$ cat src/sv/bbt_pkg.sv
// types and constants shared by the bar beat tick position unit
package bbt_pkg;

   localparam int DIV_WIDTH = 32;
   localparam int TPB_WIDTH = 16;
   localparam int BPB_WIDTH = 8;

   typedef enum logic [2:0] {
      CMD_TO_POS   = 3'd0,
      CMD_TO_TICKS = 3'd1,
      CMD_ADD      = 3'd2,
      CMD_NORM     = 3'd3,
      CMD_CMP      = 3'd4
   } cmd_type;

   localparam logic CSR_TPB = 1'b0;
   localparam logic CSR_BPB = 1'b1;

   typedef struct packed {
      logic [2:0]  cmd;
      logic [16:0] beat_sum;
      logic [24:0] bar_base;
      logic [23:0] a_bar;
      logic [15:0] a_beat;
      logic [31:0] a_unit;
      logic [31:0] ticks;
   } side1_type;

   typedef struct packed {
      logic [2:0]  cmd;
      logic [24:0] bar_base;
      logic [23:0] a_bar;
      logic [15:0] a_beat;
      logic [31:0] a_unit;
      logic [31:0] ticks;
      logic [15:0] unit;
   } side2_type;

endpackage

$ cat src/sv/bbt_div_cell.sv
// one restoring division step, one quotient bit per cell
module bbt_div_cell #(
   parameter int DW = 16,
   parameter int SW = 1
) (
   input  logic                           clock,
   input  logic                           reset,
   input  logic                           en,
   input  logic                           in_valid,
   input  logic [DW-1:0]                  in_rem,
   input  logic [bbt_pkg::DIV_WIDTH-1:0]  in_quo,
   input  logic [SW-1:0]                  in_side,
   input  logic [DW-1:0]                  divisor,
   output logic                           out_valid,
   output logic [DW-1:0]                  out_rem,
   output logic [bbt_pkg::DIV_WIDTH-1:0]  out_quo,
   output logic [SW-1:0]                  out_side
);
   import bbt_pkg::*;

   logic                 valid_ff;
   logic [DW-1:0]        rem_ff, rem_in;
   logic [DIV_WIDTH-1:0] quo_ff, quo_in;
   logic [SW-1:0]        side_ff;
   logic [DW:0]          trial, diff;
   logic                 take;

   always_comb begin
      trial  = {in_rem, in_quo[DIV_WIDTH-1]};
      diff   = trial - {1'b0, divisor};
      take   = trial >= {1'b0, divisor};
      rem_in = take ? diff[DW-1:0] : trial[DW-1:0];
      quo_in = {in_quo[DIV_WIDTH-2:0], take};
   end

   always_ff @(posedge clock) begin
      if (reset) begin
         valid_ff <= 1'b0;
      end else if (en) begin
         valid_ff <= in_valid;
      end
      if (en) begin
         rem_ff  <= rem_in;
         quo_ff  <= quo_in;
         side_ff <= in_side;
      end
   end

   assign out_valid = valid_ff;
   assign out_rem   = rem_ff;
   assign out_quo   = quo_ff;
   assign out_side  = side_ff;
endmodule

$ cat src/sv/bbt_div_chain.sv
// row of division cells, a full quotient and remainder at the end
module bbt_div_chain #(
   parameter int DW = 16,
   parameter int SW = 1
) (
   input  logic                           clock,
   input  logic                           reset,
   input  logic                           en,
   input  logic                           in_valid,
   input  logic [bbt_pkg::DIV_WIDTH-1:0]  dividend,
   input  logic [SW-1:0]                  in_side,
   input  logic [DW-1:0]                  divisor,
   output logic                           out_valid,
   output logic [bbt_pkg::DIV_WIDTH-1:0]  quotient,
   output logic [DW-1:0]                  remainder,
   output logic [SW-1:0]                  out_side
);
   import bbt_pkg::*;

   logic                 valid_l [0:DIV_WIDTH];
   logic [DW-1:0]        rem_l   [0:DIV_WIDTH];
   logic [DIV_WIDTH-1:0] quo_l   [0:DIV_WIDTH];
   logic [SW-1:0]        side_l  [0:DIV_WIDTH];

   assign valid_l[0] = in_valid;
   assign rem_l[0]   = '0;
   assign quo_l[0]   = dividend;
   assign side_l[0]  = in_side;

   for (genvar i = 0; i < DIV_WIDTH; i++) begin : g_cell
      bbt_div_cell #(.DW(DW), .SW(SW)) u_cell (
         .clock     (clock),
         .reset     (reset),
         .en        (en),
         .in_valid  (valid_l[i]),
         .in_rem    (rem_l[i]),
         .in_quo    (quo_l[i]),
         .in_side   (side_l[i]),
         .divisor   (divisor),
         .out_valid (valid_l[i+1]),
         .out_rem   (rem_l[i+1]),
         .out_quo   (quo_l[i+1]),
         .out_side  (side_l[i+1])
      );
   end

   assign out_valid = valid_l[DIV_WIDTH];
   assign quotient  = quo_l[DIV_WIDTH];
   assign remainder = rem_l[DIV_WIDTH];
   assign out_side  = side_l[DIV_WIDTH];
endmodule

$ cat config.mk
export PLATFORM = sky130hd
export DESIGN_NAME = bbt_div_chain
export DESIGN_NICKNAME = d
export VERILOG_FILES = /design/src/sv/bbt_pkg.sv /design/src/sv/bbt_div_cell.sv /design/src/sv/bbt_div_chain.sv
export SDC_FILE = /design/constraint.sdc
export NUM_CORES = 2
export LEC_CHECK = 0
export BUFFER_PORTS_ARGS = -buffer_cell sky130_fd_sc_hd__buf_4
export CAP_MARGIN = 20
export CORE_MARGIN = 3
export CORE_UTILIZATION = 56
export DETAILED_ROUTE_END_ITERATION = 6
export GPL_ROUTABILITY_DRIVEN = 0
export PLACE_DENSITY = 0.72
export SLEW_MARGIN = 10
export SYNTH_ARGS = -nofsm -noshare
export SYNTH_HDL_FRONTEND = slang
export SYNTH_HIERARCHICAL = 1
export SYNTH_SLANG_ARGS = --single-unit
$ cat constraint.sdc
create_clock -name clock -period 3.3 [get_ports clock]
set_input_delay 0.825 -clock clock [delete_from_list [all_inputs] [get_ports clock]]
set_output_delay 0.825 -clock clock [all_outputs]
set_load 0.005 [all_outputs]
# Word level (Yosys, flattened, before mapping)
# Cells that the tools add are included.
[word_totals]
out_inout_bits = 50
word_cells = 225
rom_bits = 0
inputBits = 53
regBits = 1600
memories = 0
latchBits = 0
ram_bits = 0
[classes]
bitwise_logic = 0
add_sub_neg = 32
div_mod_pow = 0
n_eq_ne = 0
mul = 0
n_shift = 0
n_lt_le_gt_ge = 32
reduce_logical = 0
n_mux = 32
[op_table]
columns = ["operator", "n"]
rows = [
  ["$ge A17 B16 Y1", 31],
  ["$mux W16", 31],
  ["$sub A16 B16 Y16", 31],
  ["$ge A1 B16 Y1", 1],
  ["$sub A1 B16 Y16", 1],
  ["$mux W1", 1],
]

# Longest topological paths before layout
[logic_depth]
ltp_word = 2
ltp_mapped = 12
depth_no_buf = 9

# By module
# The synthesis kept the hierarchy.
[by_module_without_submodules]
columns = ["mod", "area_each_um2", "instances", "seq_area_each_um2", "cells_per_inst"]
rows = [
  ["bbt_div_cell at g_cell[14].u_cell ...", 2696.3, 22, 1491.4, 205],
  ["bbt_div_cell at g_cell[0].u_cell ...", 2735.1, 9, 1491.4, 209],
  ["bbt_div_cell at g_cell[22].u_cell", 2671.3, 1, 1491.4, 210],
  ["bbt_div_chain", 3.8, 1, 0.0, 1],
]

# Worst setup path before layout
# OpenSTA, ideal clock, no wires.
[synth_timing]
path_type = "input port to flip-flop"
startpoint = "input port divisor[6]"
endpoint = "register g_cell[10].u_cell.rem_ff[10] (data pin)"
cell_stages = 9
t_arrival_ns = 3.123
path_buffers = 1
setup_slack_ns = -0.083
cell_sequence = "inv_1 -> ha_1 -> a211oi_2 -> o211ai_2 -> a221oi_4 -> a211oi_2 -> a2111oi_4 -> buf_6 -> mux2_4"
[synth_via]
elab_chain_cells = 2
[synth_rtl]
columns = ["item", "line", "text"]
rows = [
  ["start, declared", "bbt_div_chain.sv:12", "input logic [DW-1:0] divisor,"],
  ["$sub A16 B16 Y16 or $ge A17 B16 Y1 (tied branches)", "bbt_div_cell.sv:30, bbt_div_cell.sv:31", ""],
  ["$mux W16 *", "bbt_div_cell.sv:32", "rem_in = take ? diff[DW-1:0] : trial[DW-1:0];"],
  ["via g_cell[10].u_cell.rem_in[10]", "bbt_div_cell.sv:22", "logic [DW-1:0] rem_ff, rem_in;"],
  ["end signal, assigned", "bbt_div_cell.sv:43", "rem_ff <= rem_in;"],
  ["end, declared", "bbt_div_cell.sv:22", ""],
]
# The timed path passes the listed nets; every way through them passes the cells marked *.
# A chain may end at the register's enable or synchronous reset.

# Final worst setup path
[layout_timing]
startpoint = "input port divisor[1]"
endpoint = "register g_cell[13].u_cell.rem_ff[4] (data pin)"
[layout_via]
elab_chain_cells = 2
[layout_rtl]
columns = ["item", "line"]
rows = [
  ["$sub A16 B16 Y16 or $ge A17 B16 Y1 (tied branches)", "bbt_div_cell.sv:30, bbt_div_cell.sv:31"],
  ["$mux W16 *", "bbt_div_cell.sv:32"],
  ["via g_cell[13].u_cell.rem_in[4]", "bbt_div_cell.sv:22"],
  ["end signal, assigned", "bbt_div_cell.sv:43"],
  ["end, declared", "bbt_div_cell.sv:22"],
]
# Marks and branches as above.

==> out/summary.log <==
[floorplanning] Rows 143
[worst_hold_path] kind of path behind the tightest hold check in2reg
[outcome] outcome finished, final reports clean
[logic_synthesis] average cell area after synthesis 13.12 µm²
[drt] number of optimization iterations in the first detailed-route pass 6
[worst_hold_path] Hold Crit Depth 1
[critical_path] Reg2Reg Depth 8
[cells_and_area] total number of nets in the final design 8,626
[sta] Highest Clock Rate 0.3230 GHz
[drt] routed via count 58.76k
[sta] final setup violation count 0
[logic_synthesis] largest area contributor in the netlist edfxtp_1
[critical_path] sequence of cells on the critical path buf_4 > buf_4 > inv_1 > ha_1 > nor2b_1 > o31a_1 > o31ai_1 > a211oi_2 > a2111oi_4 > buf_12 > mux2_2
[sta] remaining max-slew budget at the tightest pin 39.81%
[grt] first-pass GRT wire length 310,400 µm
[power_and_ir_drop] internal power of the cells 65.70 mW
[sta] final period utilization 93.83%
[critical_path] timing endpoint of the critical path g_cell[13].u_cell/out_rem[4]
[place] pre-CTS worst setup slack -0.5562 ns
[critical_path] Max FO, Critical Path 17
[floorplanning] floorplan core area 0.1528 mm²
[cts] H-Tree Depth 4
[place] area after detailed placement 0.09901 mm²
[logic_synthesis] share of the synthesized area in the top cell type 54.36%
[logic_synthesis] fraction of registers with async set/reset 0%
[cts] CTS tree built
[logic_synthesis] top_reg_cell synth edfxtp_1
[critical_path] slowest cell on the critical path buf_4
[sta] pins over their slew limit 0
[critical_path] reg-to-reg critical path startpoint g_cell[22].u_cell/out_rem[5]
[logic_synthesis] cell area after synthesis 0.08661 mm²
[power_and_ir_drop] Combinational Power Share 49.2%
[cells_and_area] Antenna Cells 0
[cts] root buffer selected by CTS clkbuf_16
[sta] setup repair after global routing missed its margin no
[drt] mean routed wirelength per cell 19.24 µm
[logic_synthesis] cell count after synthesis 6,602
[critical_path] data arrival time at the worst-slack endpoint 3.63 ns
[power_and_ir_drop] largest voltage drop on the vdd net 0.6128 mV
[cts] Clk Latency, worst-skew pair 0.81 ns
[critical_path] longest individual stage delay on the worst path 0.40 ns
[cts] post-CTS setup-driven buffer insertion count 0
[run] MaxCap Viol Count 0
[logic_synthesis] Yosys warning count 6
[cells_and_area] Non-Filler Cell Area, Final 0.1046 mm²
[grt] Overflow after GRT 0
[cts] Hold-fix buffers, CTS 0
[grt] initial antenna violation count 0
[sta] aggregate negative setup slack 0 ns
[cts] clk slew on worst S/H paths 0.06 ns
[drt] first-iteration detailed-routing DRC count 4,450
[drt] remaining design rule violation count 0
[critical_path] nature of the critical path endpoint register
[power_and_ir_drop] Power Density 954.0 mW/mm²
[grt] vias in the first global route 58.99k
[power_and_ir_drop] Clock Power Share 18.8%
[sta] post-layout minimum cycle time 3.096 ns
[cts] clock buffer count from CTS 169
[logic_synthesis] most frequent cells after synthesis edfxtp_1 (1,568), inv_1 (645), ha_1 (512), nor2_1 (365), o21ai_0 (296)
[cts] Gates resized, CTS repair 0
[floorplanning] die extent in y 399.3 µm
[power_and_ir_drop] proportion of total power due to net switching 34.14%
[critical_path] CP Launch Type primary input
[critical_path] Crit. Startpoint divisor[1]
[power_and_ir_drop] reported leakage power 44.75 nW
[grt] pin count of the biggest net entering global routing 105
[sta] final worst hold slack 0.2056 ns
[floorplanning] # IOs 103
[cells_and_area] fill cell instance count of the final layout 10.79k
[cells_and_area] fraction of final layout cells with drive strength greater than 1 27.28%
[logic_synthesis] register bit count reported by yosys 1,600
[logic_synthesis] share of the yosys chip area belonging to registers 55.10%
[logic_synthesis] dominant cell by count in the synthesized netlist edfxtp_1
[drt] vias per std cell 5.762
[cells_and_area] post-synthesis to final-layout area growth 20.72%
[logic_synthesis] dominant cells by area after synthesis edfxtp_1 (54%), ha_1 (7.4%), mux2_4 (4.1%)
[floorplanning] DIE WIDTH 399.3 µm
[sta] transition time at the pin with the least slew margin 0.9028 ns
[cts] number of clock sinks 1,600
[critical_path] most prevalent standard cell on the critical path buf_4
[critical_path] r2r setup slk 0.40 ns
[sta] worst setup skew after layout 0.04100 ns
[grt] GRT Overall Usage 24.41%
[floorplanning] DIE AREA 0.1594 mm²
[critical_path] category of the critical setup timing path in2reg
[cts] number of buffers on the longest clock path 3
[logic_synthesis] number of synthesized flops with an enable pin 1,568
[drt] antenna violation net count after detailed routing 0
[logic_synthesis] count of unique library cells instantiated by Yosys 73
[power_and_ir_drop] total power after layout 99.75 mW
[critical_path] required time reported for the critical path endpoint 3.83 ns
[place] Detailed Place HPWL 143,400 µm
[critical_path] Crit Reg-Reg Endpoint g_cell[23].u_cell/out_rem[2]
[power_and_ir_drop] sequential share of power 32.0%
[sta] final setup slack of the worst path 0.2037 ns
[place] Port Buffers 102
[floorplanning] Starting Density 56.68%
[drt] DRT Wirelength 196,200 µm
[sta] Final Hold Violating Endpoints 0
[power_and_ir_drop] switching power of the nets 34.06 mW
-- power by group through the flow --
| stage | combinational, mW | clock, mW | sequential (mW) |
|---|---|---|---|
| finish | 49.1 | 18.8 | 31.9 |
| global route | 53.3 | 20.1 | 32.1 |
| CTS | 48.7 | 19.3 | 31.8 |
| detailed placement | 48.3 | 0 | 32.1 |
| global placement | 46.7 | 0 | 32.0 |
| floorplan | 33.6 | 0 | 30.5 |
-- layout make-up --
cell class / instances / area, µm² / area share [%]
Sequential cell: 1600 / 47730 / 45.64
Inverter: 667 / 2559 / 2.447
Clock inverter: 104 / 1101 / 1.053
Tap cell: 2030 / 2540 / 2.429
Clock buffer: 206 / 4453 / 4.259
Multi-Input combinational cell: 4205 / 34790 / 33.28
Timing Repair Buffer: 1386 / 11390 / 10.89
-- layout by cell type, fill, tap and decap left out, types with 65 or more instances in the layout --
cell type / count
xor2_1: 126
xnor2_1: 154
buf_4: 1308
o21a_1: 188
clkbuf_16: 173
nand3_1: 166
edfxtp_1: 1568
o31ai_1: 139
nand2_1: 180
a21oi_1: 154
a21o_1: 129
o21ai_0: 296
a211oi_1: 96
inv_1: 645
nor2_1: 365
buf_12: 77
a21boi_0: 67
a211o_1: 85
mux2_2: 100
mux2_4: 236
mux2i_1: 95
ha_1: 512
and3_1: 65
nor3_1: 116
-- worst min-delay path by stage --
stage	slack [ns]	start	endpoint
final	0.21	dividend[29]	g_cell[0].u_cell/out_quo[30]
after global routing	0.14	dividend[1]	g_cell[0].u_cell/out_quo[2]
after global placement	0.40	g_cell[19].u_cell/out_side	g_cell[20].u_cell/out_side
after detailed placement	0.40	g_cell[9].u_cell/out_quo[13]	g_cell[10].u_cell/out_quo[14]
after CTS	0.14	dividend[2]	g_cell[0].u_cell/out_quo[3]
after floorplan	0.40	g_cell[9].u_cell/out_quo[9]	g_cell[10].u_cell/out_quo[10]
-- per-layer routing --
layer  track usage, %  part of all wire (%)  vias up
li1                 -                     -    27900
met1            31.34                    42    28630
met2            41.32                    48     1731
met3            3.834                   5.3      503
met4            10.16                   4.3        0
met5                0                     0        -
-- per-stage QoR --
step,util (%),instances
after floorplan,-,6632
after global placement,64.79,9888
after CTS,68.43,10200
after global routing,68.43,10200
final,68.43,10200
after detailed placement,64.79,9888
-- registers in the layout (all words and copies together) (netlist names) --
signal                   flops
g_cell.u_cell/out_quo     1024
g_cell.u_cell/out_rem      512
g_cell.u_cell/out_side      32
g_cell.u_cell/out_valid     32
-- cells by family (layout without fill, tap and decap cells) --
family,after synthesis,after routing,share of synthesized area (%)
multiplexers,431,431,6.489
other,1,31,0.004330
AND/OR/NAND/NOR,1263,1263,7.613
flip-flops,1600,1600,55.10
AO/OA/AOI/OAI,1656,1656,14.97
XOR/XNOR,280,280,2.831
buffers and inverters,827,2363,4.855
adder cells (fa/ha/maj),544,544,8.136
-- critical path, delay by kind of cell --
kind,cells,cell delay (ns)
AO/OA/AOI/OAI,4,1.09
adder cells (fa/ha/maj),1,0.30
buffers and inverters,4,0.86
multiplexers,1,0.35
AND/OR/NAND/NOR,1,0.15
Note: power is estimated with default switching activity, not from simulation.
